===== src/sv/rpf_pkg.sv =====
package rpf_pkg;

	localparam int SEGMENT_STEPS  = 40;
	localparam int PALETTE_POINTS = 7;
	localparam int LEVEL_FULL     = 255;
	localparam int DIVISOR        = SEGMENT_STEPS * LEVEL_FULL;

	localparam int STEP_W  = 6;
	localparam int POINT_W = 3;
	localparam int LEVEL_W = 8;
	localparam int DUTY_W  = 10;
	localparam int MIX_W   = 14;
	localparam int PROD_W  = MIX_W + DUTY_W;
	localparam int CNT_W   = 4;

	typedef struct packed {
		logic [LEVEL_W-1:0] r;
		logic [LEVEL_W-1:0] g;
		logic [LEVEL_W-1:0] b;
	} color_t;

	typedef enum logic [2:0] {
		ST_IDLE,
		ST_MIX,
		ST_MUL,
		ST_DIV,
		ST_HOLD
	} state_t;

	typedef struct packed {
		logic   load;
		state_t op;
	} lane_ctrl_t;

	function automatic color_t palette(input logic [POINT_W-1:0] idx);
		color_t c;
		case (idx)
			3'd0: c = '{r: 8'd220, g: 8'd1,   b: 8'd20};
			3'd1: c = '{r: 8'd220, g: 8'd20,  b: 8'd1};
			3'd2: c = '{r: 8'd110, g: 8'd110, b: 8'd1};
			3'd3: c = '{r: 8'd1,   g: 8'd200, b: 8'd1};
			3'd4: c = '{r: 8'd1,   g: 8'd100, b: 8'd130};
			3'd5: c = '{r: 8'd1,   g: 8'd1,   b: 8'd250};
			3'd6: c = '{r: 8'd100, g: 8'd1,   b: 8'd130};
			default: c = '{r: 8'd0, g: 8'd0, b: 8'd0};
		endcase
		return c;
	endfunction

endpackage


===== src/sv/rgb_palette_fade_interpolator.sv =====
// RGB palette fade interpolator.
// Input channel (in_valid/in_ready, advance): one word per update. advance=1
// steps the fade position, advance=0 only recomputes the duties.
// Output channel (out_valid/out_ready): one word of red/green/blue duties per
// input word, held in an output register until taken.
// Config channel (cfg_valid/cfg_ready, max_brightness): always ready, write
// only while no update is in flight.
// Each channel is computed bit-serially in its own lane: weight-by-level
// accumulation, shift-add scaling, restoring division by 40*255, then a
// load into the output register. A new word is taken only once the previous
// result has been loaded into the output register.
// If the receiver stalls, the finished result waits in the lanes until the
// output register frees, and in_ready stays low meanwhile.
// Reset clears the position to zero, max_brightness to 1023 and drops any
// pending output.
module rgb_palette_fade_interpolator (
	input  logic                        clk,
	input  logic                        arst_n,
	input  logic                        in_valid,
	output logic                        in_ready,
	input  logic                        advance,
	output logic                        out_valid,
	input  logic                        out_ready,
	output logic [rpf_pkg::DUTY_W-1:0]  red_duty,
	output logic [rpf_pkg::DUTY_W-1:0]  green_duty,
	output logic [rpf_pkg::DUTY_W-1:0]  blue_duty,
	input  logic                        cfg_valid,
	output logic                        cfg_ready,
	input  logic [rpf_pkg::DUTY_W-1:0]  max_brightness
);

	localparam logic [rpf_pkg::STEP_W-1:0]  LAST_STEP  =
		rpf_pkg::STEP_W'(rpf_pkg::SEGMENT_STEPS - 1);
	localparam logic [rpf_pkg::STEP_W-1:0]  SEG_STEPS  = rpf_pkg::STEP_W'(rpf_pkg::SEGMENT_STEPS);
	localparam logic [rpf_pkg::POINT_W-1:0] LAST_POINT =
		rpf_pkg::POINT_W'(rpf_pkg::PALETTE_POINTS - 1);
	localparam logic [rpf_pkg::CNT_W-1:0]   MIX_LAST   = rpf_pkg::CNT_W'(rpf_pkg::STEP_W - 1);
	localparam logic [rpf_pkg::CNT_W-1:0]   BIT_LAST   = rpf_pkg::CNT_W'(rpf_pkg::DUTY_W - 1);

	rpf_pkg::state_t state_q, state_d;
	logic [rpf_pkg::CNT_W-1:0]   cnt_q, cnt_d;
	logic [rpf_pkg::STEP_W-1:0]  step_q, step_d;
	logic [rpf_pkg::POINT_W-1:0] point_q, point_d, point_nx;
	logic [rpf_pkg::DUTY_W-1:0]  bright_q;
	logic                        out_valid_q;
	logic [rpf_pkg::DUTY_W-1:0]  red_q, green_q, blue_q;
	logic                        accept, out_load;
	rpf_pkg::lane_ctrl_t         lane_ctrl;
	rpf_pkg::color_t             col_a, col_b;
	logic [rpf_pkg::STEP_W-1:0]  ma;
	logic [rpf_pkg::DUTY_W-1:0]  r_lane, g_lane, b_lane;

	assign cfg_ready = 1'b1;
	assign in_ready  = (state_q == rpf_pkg::ST_IDLE);
	assign accept    = in_valid && in_ready;

	always_comb begin
		step_d  = step_q;
		point_d = point_q;
		if (accept && advance) begin
			if (step_q == LAST_STEP) begin
				step_d  = '0;
				point_d = (point_q == LAST_POINT) ? '0 : point_q + 1'b1;
			end else begin
				step_d = step_q + 1'b1;
			end
		end
	end

	assign point_nx = (point_q == LAST_POINT) ? '0 : point_q + 1'b1;
	assign col_a    = rpf_pkg::palette(point_q);
	assign col_b    = rpf_pkg::palette(point_nx);
	assign ma       = SEG_STEPS - step_d;

	always_comb begin
		state_d        = state_q;
		cnt_d          = cnt_q;
		out_load       = 1'b0;
		lane_ctrl.load = accept;
		lane_ctrl.op   = state_q;
		case (state_q)
			rpf_pkg::ST_IDLE: begin
				if (accept) begin
					state_d = rpf_pkg::ST_MIX;
					cnt_d   = '0;
				end
			end
			rpf_pkg::ST_MIX: begin
				cnt_d = cnt_q + 1'b1;
				if (cnt_q == MIX_LAST) begin
					state_d = rpf_pkg::ST_MUL;
					cnt_d   = '0;
				end
			end
			rpf_pkg::ST_MUL: begin
				cnt_d = cnt_q + 1'b1;
				if (cnt_q == BIT_LAST) begin
					state_d = rpf_pkg::ST_DIV;
					cnt_d   = '0;
				end
			end
			rpf_pkg::ST_DIV: begin
				cnt_d = cnt_q + 1'b1;
				if (cnt_q == BIT_LAST) begin
					state_d = rpf_pkg::ST_HOLD;
					cnt_d   = '0;
				end
			end
			rpf_pkg::ST_HOLD: begin
				if (!out_valid_q || out_ready) begin
					out_load = 1'b1;
					state_d  = rpf_pkg::ST_IDLE;
				end
			end
			default: begin
				state_d = rpf_pkg::ST_IDLE;
			end
		endcase
	end

	always_ff @(posedge clk or negedge arst_n) begin
		if (!arst_n) begin
			state_q     <= rpf_pkg::ST_IDLE;
			cnt_q       <= '0;
			step_q      <= '0;
			point_q     <= '0;
			bright_q    <= '1;
			out_valid_q <= 1'b0;
		end else begin
			state_q <= state_d;
			cnt_q   <= cnt_d;
			step_q  <= step_d;
			point_q <= point_d;
			if (cfg_valid && cfg_ready) begin
				bright_q <= max_brightness;
			end
			if (out_load) begin
				out_valid_q <= 1'b1;
			end else if (out_ready) begin
				out_valid_q <= 1'b0;
			end
		end
	end

	always_ff @(posedge clk) begin
		if (out_load) begin
			red_q   <= r_lane;
			green_q <= g_lane;
			blue_q  <= b_lane;
		end
	end

	rpf_lane u_lane_r (
		.clk(clk), .ctrl(lane_ctrl), .ma(ma), .mb(step_d),
		.level_a(col_a.r), .level_b(col_b.r), .scale(bright_q), .duty(r_lane)
	);

	rpf_lane u_lane_g (
		.clk(clk), .ctrl(lane_ctrl), .ma(ma), .mb(step_d),
		.level_a(col_a.g), .level_b(col_b.g), .scale(bright_q), .duty(g_lane)
	);

	rpf_lane u_lane_b (
		.clk(clk), .ctrl(lane_ctrl), .ma(ma), .mb(step_d),
		.level_a(col_a.b), .level_b(col_b.b), .scale(bright_q), .duty(b_lane)
	);

	assign out_valid  = out_valid_q;
	assign red_duty   = red_q;
	assign green_duty = green_q;
	assign blue_duty  = blue_q;

	a_step_range: assert property (@(posedge clk) disable iff (!arst_n)
		step_q < SEG_STEPS)
		else $error("fade step out of range");

	a_point_range: assert property (@(posedge clk) disable iff (!arst_n)
		point_q <= LAST_POINT)
		else $error("palette point out of range");

	a_accept_starts: assert property (@(posedge clk) disable iff (!arst_n)
		accept |=> (state_q == rpf_pkg::ST_MIX) && (cnt_q == '0))
		else $error("accepted word did not start the lanes");

	a_duty_bound: assert property (@(posedge clk) disable iff (!arst_n)
		out_valid_q |-> (red_q <= bright_q) && (green_q <= bright_q) && (blue_q <= bright_q))
		else $error("duty above max brightness");

	a_pos_held: assert property (@(posedge clk) disable iff (!arst_n)
		!accept |=> $stable(step_q) && $stable(point_q))
		else $error("fade position moved without an input word");

endmodule


===== src/sv/rpf_lane.sv =====
module rpf_lane (
	input  logic                          clk,
	input  rpf_pkg::lane_ctrl_t           ctrl,
	input  logic [rpf_pkg::STEP_W-1:0]    ma,
	input  logic [rpf_pkg::STEP_W-1:0]    mb,
	input  logic [rpf_pkg::LEVEL_W-1:0]   level_a,
	input  logic [rpf_pkg::LEVEL_W-1:0]   level_b,
	input  logic [rpf_pkg::DUTY_W-1:0]    scale,
	output logic [rpf_pkg::DUTY_W-1:0]    duty
);

	logic [rpf_pkg::STEP_W-1:0]  ma_q, mb_q;
	logic [rpf_pkg::DUTY_W-1:0]  scale_q;
	logic [rpf_pkg::MIX_W-1:0]   mix_q;
	logic [rpf_pkg::PROD_W-1:0]  p_q;

	logic [rpf_pkg::MIX_W-1:0]   add_a, add_b;
	logic [rpf_pkg::PROD_W-1:0]  add_m;
	logic [rpf_pkg::MIX_W:0]     trial;
	logic                        qbit;
	logic [rpf_pkg::MIX_W-1:0]   rem_next;

	localparam logic [rpf_pkg::MIX_W:0] DIV_C = (rpf_pkg::MIX_W+1)'(rpf_pkg::DIVISOR);

	always_comb begin
		add_a = ma_q[rpf_pkg::STEP_W-1] ? rpf_pkg::MIX_W'(level_a) : '0;
		add_b = mb_q[rpf_pkg::STEP_W-1] ? rpf_pkg::MIX_W'(level_b) : '0;
		add_m = scale_q[rpf_pkg::DUTY_W-1] ? rpf_pkg::PROD_W'(mix_q) : '0;
		// restoring divide: remainder in upper bits, quotient shifts in at the bottom
		trial = {p_q[rpf_pkg::PROD_W-1:rpf_pkg::DUTY_W], p_q[rpf_pkg::DUTY_W-1]};
		qbit  = (trial >= DIV_C);
		rem_next = qbit ? rpf_pkg::MIX_W'(trial - DIV_C) : trial[rpf_pkg::MIX_W-1:0];
	end

	always_ff @(posedge clk) begin
		if (ctrl.load) begin
			ma_q    <= ma;
			mb_q    <= mb;
			scale_q <= scale;
			mix_q   <= '0;
			p_q     <= '0;
		end else begin
			case (ctrl.op)
				rpf_pkg::ST_MIX: begin
					mix_q <= {mix_q[rpf_pkg::MIX_W-2:0], 1'b0} + add_a + add_b;
					ma_q  <= {ma_q[rpf_pkg::STEP_W-2:0], 1'b0};
					mb_q  <= {mb_q[rpf_pkg::STEP_W-2:0], 1'b0};
				end
				rpf_pkg::ST_MUL: begin
					p_q     <= {p_q[rpf_pkg::PROD_W-2:0], 1'b0} + add_m;
					scale_q <= {scale_q[rpf_pkg::DUTY_W-2:0], 1'b0};
				end
				rpf_pkg::ST_DIV: begin
					p_q <= {rem_next, p_q[rpf_pkg::DUTY_W-2:0], qbit};
				end
				default: begin
				end
			endcase
		end
	end

	assign duty = p_q[rpf_pkg::DUTY_W-1:0];

endmodule


===== config.mk =====
export PLATFORM = sky130hd
export DESIGN_NAME = rgb_palette_fade_interpolator
export DESIGN_NICKNAME = d
export VERILOG_FILES = /design/src/sv/rpf_pkg.sv /design/src/sv/rgb_palette_fade_interpolator.sv /design/src/sv/rpf_lane.sv
export SDC_FILE = /design/constraint.sdc
export NUM_CORES = 1
export LEC_CHECK = 0
export BUFFER_PORTS_ARGS = -buffer_cell sky130_fd_sc_hd__buf_2
export CAP_MARGIN = 30
export CELL_PAD_IN_SITES_DETAIL_PLACEMENT = 1
export CELL_PAD_IN_SITES_GLOBAL_PLACEMENT = 2
export CORE_MARGIN = 10
export CORE_UTILIZATION = 37
export CTS_CLUSTER_SIZE = 40
export DETAILED_ROUTE_END_ITERATION = 10
export HOLD_SLACK_MARGIN = 0.05
export PLACE_DENSITY_LB_ADDON = 0.1
export RECOVER_POWER = 25
export SYNTH_ARGS = -nofsm -noshare
export SYNTH_HDL_FRONTEND = slang
export SYNTH_HIERARCHICAL = 1
export SYNTH_SLANG_ARGS = --single-unit
export TNS_END_PERCENT = 100

===== constraint.sdc =====
create_clock -name clk -period 4.1 [get_ports clk]
set_clock_uncertainty 0.1 [all_clocks]
set_input_delay 0 -clock clk [delete_from_list [all_inputs] [get_ports clk]]
set_output_delay 0 -clock clk [all_outputs]
set_load 0.01 [all_outputs]

# Word level (Yosys, flattened, before mapping)
# Index checks and enable logic that the tools add are counted.
# totals
word_cells	135
regBits	237
out_inout_bits	33
inputBits	16
# classes
reduce_logical	16
mux	52
n_eq_ne	24
addsub	16
order_cmp	3
# op_table
op	count
case mux 24 bit (7 select lines)	2
case mux 24 bit (2 select lines)	3
adder 14 bit	6
2-to-1 mux 14 bit	6
2-to-1 mux 6 bit	14
adder 24 bit	3
2-to-1 mux 10 bit	6
2-to-1 mux 8 bit	6
greater-or-equal comparator 15 x 14 -> 1 bit (second input constant)	3
subtractor 14 bit (second input constant)	3
equality test 3 bit (second input constant)	7
equality test 3 x 2 -> 1 bit (second input constant)	6
2-to-1 mux 3 bit	6
case mux 3 bit (5 select lines)	1
2-to-1 mux 4 bit	3
case mux 4 bit (3 select lines)	1
equality test 3 x 1 -> 1 bit (second input constant)	3
zero test 3 bit	3
inequality test 2 bit (second input constant)	4
nonzero test 2 bit	4
adder 6 x 1 -> 6 bit (second input constant)	1
equality test 6 bit (second input constant)	1
subtractor 6 bit (first input constant)	1
AND reduction 5 bit	1
other kinds (12)	17

# Depth between registers and ports, before layout
# depth
word_depth	6
ltp_mapped	20
mapped_depth_nobuf	17

# Hierarchy
# The synthesis kept the hierarchy.
# modules_own_cells
mod	area_each_um2	cells_per_inst	seq_area_each_um2	n_inst
rpf_lane at u_lane_b	4454.3	511	1421.4	1
rpf_lane at u_lane_r	4450.5	516	1421.4	1
rpf_lane at u_lane_g	4413.0	506	1421.4	1
rgb_palette_fade_interpolator	2685.1	221	1589.0	1

# Least setup slack after synthesis
# OpenSTA, ideal clock, no wires.
# synth_timing
path_kind	register to register
start	reg point_q[0] (netlist bit)
end	reg u_lane_r/mix_q[11] (netlist bit)
t_required_ns	3.914
setup_time_ns	0.086
arrival_ns	3.780
setup_slack_ns	0.134
path_buffers	3
stages_incl_launch_ff	19
cell_sequence	dfrtp_1 clkbuf_1 clkbuf_1 nand2_1 inv_1 ha_1 clkbuf_1 o21ai_0 o21ai_0 and2_1 fa_1 inv_1 fa_1 nand2b_1 a21oi_1 or3_1 nand4_1 xor2_1 a211oi_1
# synth_lines
element	line	rtl
start, declared	rgb_palette_fade_interpolator.sv:43	logic [rpf_pkg::POINT_W-1:0] point_q, point_d, point_nx;
start signal, assigned	rgb_palette_fade_interpolator.sv:133	point_q <= point_d;
end signal, assigned	rpf_lane.sv:45	mix_q <= {mix_q[rpf_pkg::MIX_W-2:0], 1'b0} + add_a + add_b;
end, declared	rpf_lane.sv:14	logic [rpf_pkg::MIX_W-1:0] mix_q;

# Final worst setup path
# layout_timing
start	reg point_q[1] (netlist bit)
end	reg u_lane_g/mix_q[9] (netlist bit)
# layout_via
elab_chain_len	6
elab_cells_between_ends	22
classes_between	add/sub (3); eq/ne (12); mux (5); reduce/logical (2)
# layout_lines
element	line
branches (longest 5 deep; another with adder 14 bit)	-
adder 14 bit *	rpf_lane.sv:45
end signal, assigned	rpf_lane.sv:45
end, declared	rpf_lane.sv:14
# Every way passes the cells marked *.
# A chain may end at the register's enable or synchronous reset.

==> key figures <==
Run status
  – Status: complete, but fails checks
  – Violated checks: max-capacitance violations, max-slew violations

STA
  – Final period util: 0.926
  – Highest Clock Rate: 0.263 GHz
  – Tmin final: between 3000 and 4000 ps
  – Worst-Margin Slew: 1750 ps
  – RSZ-0062 raised after global routing: false
  – Final Slew Violations: 29
  – # setup viols final: 0
  – Hold Slack: approximately 170 ps
  – Setup TNS: 0 ps
  – Max-slew headroom: -0.168
  – Endpoints failing hold: 0

Hold path
  – Worst Hold Class: input pin to register
  – Worst min-delay path startpoint: out_ready

Clock network
  – Clock Sinks: 237
  – Clock Tree Buf Depth: 3
  – TritonCTS Buffers: 29
  – Root Driver: clkbuf_16
  – Worst skew pair latency: 580 ps
  – H-tree depth: 1
  – CTS tree: done
  – Clk pin slew, worst setup/hold paths: 60 ps

Setup path
  – Data arrival time of the critical path: 4220 ps
  – Crit start category: register
  – Worst R2R Start: point_q[1]$_DFFE_PN0P_
  – Crit path capture type: register
  – Crit path max fanout: 7
  – Crit. Startpoint: point_q[1]$_DFFE_PN0P_
  – Critical path required time: 4520 ps
  – Worst setup path category: register to register

Routing
  – Routed vias/inst: 5.45
  – DRT antenna net count: 0
  – DR DRC count: 0
  – DRT iter0 DRCs: 599
  – Total number of vias: 12,964
  – Routed WL: 44,600 um
  – Wire per inst: 18.8 um
  – TritonRoute pass-1 iters: 4

Die
  – Chip width: 228 um
  – IO Count: between 40 and 50
  – Core area: roughly 0.043 mm2
  – Die Y: 228 um
  – Placement Rows: 76
  – Starting density of the core: 0.373
  – Die footprint: 0.0520 mm2

Power
  – Sequential fraction of design power: 0.338
  – Sw Share: 0.429
  – Comb pwr share: 0.470
  – Psw: 5.82 mW
  – Clk pwr share: 0.192
  – Leakage: 6.99 nW
  – Power Density: 760 mW/mm2
  – Peak VDD IR: 357 uV
  – Internal cell power: 7.74 mW

Global route
  – Initial antenna violation count: 0
  – Largest net degree at the start of global routing: 56
  – Vias in the first global route: roughly 13,000
  – Total GRT Usage: 0.168
  – First-pass GRT wire length: 73,500 um
  – Total global routing overflow: 0

Synthesis
  – Netlist cell types: 102
  – Top cells by area, synth: edfxtp_1 18%, dfxtp_1 14%, ha_1 6.3%
  – EDFF count, synth: 96
  – Syn_nets: 1,877
  – Synthesized area: 0.0160 mm2
  – Main synth FF type: dfxtp_1
  – Post-synthesis sequential area ratio: 0.366
  – Synth async-reset ratio: 0.114
  – Ys Warns: 6
  – Post-Syn Instances: 1,754
  – Avg Cell Area, Syn: 9.12 um2
  – Yosys reg bits: 237
  – Top cell type's share of synthesized area: 0.180
  – Leading area contributor after synthesis: edfxtp_1

Placed design
  – Placed cell areas: 0.0166 mm2
  – Port Buffers: 47
  – GP Congestion: 0.844
  – DP HPWL: 32,000 um

Cells and area
  – Number of diodes: 0
  – Final net count: 1,894
  – P&R area growth vs syn: 11.5%
  – Most frequent cells in the layout: 161 x nand2_1, 118 x nor2_1, 114 x dfxtp_1, 102 x a21oi_1, 96 x edfxtp_1
  – Final instance area: 0.0178 mm2
  – Commonest non-fill, non-tap cell in the layout: nand2_1
  – Share of cells above drive strength 1: 0.120

Flow run
  – Maximum Capacitance Violations: 1
## flip-flops by register name (all words and copies together), names as in the netlist, 3 cells and up
name              cells
u_lane_b/mix_q       14
u_lane_g/p_q         24
bright_q             10
u_lane_r/mb_q         6
u_lane_g/ma_q         6
u_lane_g/mix_q       14
u_lane_b/scale_q     10
u_lane_g/mb_q         6
cnt_q                 4
u_lane_g/scale_q     10
point_q               3
u_lane_r/p_q         24
step_q                6
u_lane_r/scale_q     10
u_lane_r/mix_q       14
blue_duty            10
u_lane_b/mb_q         6
state_q               3
green_duty           10
u_lane_b/p_q         24
u_lane_r/ma_q         6
red_duty             10
u_lane_b/ma_q         6
## cells in the mapped netlist, types with 13 or more instances
cell and n:
a211oi_1 41, a21o_1 24, a21oi_1 102, and2_1 95, and3_1 14, buf_4 34
clkbuf_1 67, dfrtp_1 17, dfxtp_1 114, edfxtp_1 96, fa_1 27, ha_1 80
inv_1 69, mux2_2 67, mux2i_1 16, nand2_1 161, nand2b_1 19, nand3_1 50
nand3b_1 13, nand4_1 25, nor2_1 118, nor2b_1 23, nor3_1 52, nor4_1 14
o211ai_1 13, o21a_1 17, o21ai_0 85, or2_2 14, xnor2_1 37, xor2_1 21
## power groups by stage
stage | Clock (mW) | Combinational [mW] | Sequential [mW]
floorplan | 0 | 5.12 | 4.21
global placement | 0 | 6.25 | 4.61
detailed placement | 0 | 6.40 | 4.64
CTS | 2.72 | 6.46 | 4.60
global route | 2.79 | 7.22 | 4.76
finish | 2.61 | 6.37 | 4.58
## cell families (layout without fill, tap and decap cells)
family	after synthesis	after routing	share of synthesized area
AOI/OAI and AO/OA	417	417	0.177
xor gates and xnor gates	59	59	0.0328
adders and majority gates	107	107	0.0963
buffers and inverters	192	232	0.0549
DFF	237	237	0.366
muxes	83	83	0.0572
other	1	1	0.000234
and+or+nand+nor	658	658	0.216
## area by class of cell
cell class	count	area (um2)
multi-input cells	1325	9310
fillers	4881	25000
repair buffers	108	718
flip-flops and latches	237	5860
inverters	70	268
clock buffers	37	776
clock inverters	17	179
well taps	585	732
## critical path: stages (launching register included)
cell and delay (ps):
dfrtp_2 450, nand2_1 160, inv_1 130, ha_4 310
and2_1 180, nand2_1 90, fa_1 490, inv_1 40
ha_1 200, inv_1 70, fa_1 200, nor2b_1 50
o21ai_0 220, a21boi_1 140, o21ai_2 210, a21oi_1 120
or4b_1 480, nand3_1 90
## worst paths after layout
kind / end / slack [ps] / depth (start not counted)
min: out_valid$_DFFE_PN0P_ / 170 / 4
max in group asynchronous: state_q[0]$_DFFE_PN0P_ / 1680 / 4
max reg2reg: u_lane_g/mix_q[9]$_SDFFE_PP0P_ / 300 / 17
min in group asynchronous: bright_q[2]$_DFFE_PN1P_ / 740 / 3
min reg2reg: u_lane_b/mix_q[6]$_SDFFE_PP0P_ / 390 / 2
max: u_lane_g/mix_q[9]$_SDFFE_PP0P_ / 300 / 17
## stage by stage
stage	util	std cells	worst slack, ps	total power [mW]
6_report	0.416	2379	304	13.6
3_3_place_gp	0.387	2295	171	10.9
3_5_place_dp	0.388	2296	93.8	11.0
2_1_floorplan	-	1754	134	9.33
4_1_cts	0.417	2378	84.7	13.8
5_1_grt	0.416	2379	29.0	14.8
## repair_timing
| item | 4_1_cts | 5_1_grt |
|---|---|---|
| hold endpoints to repair | 62 | 0 |
| hold buffers | 28 | 0 |
| setup endpoints to repair | 0 | 12 |
| resized for setup | 0 | 9 |
| setup buffers | 0 | 1 |
## routing by layer
metal  up-vias  wire length [um]  GRT usage
li1       6382                 -          -
met1      6416             22300      0.234
met2       113             20500      0.274
met3        53              1080     0.0197
met4         0               759     0.0394
met5         -                 0          0
Note: power is estimated with default switching activity, not from simulation.
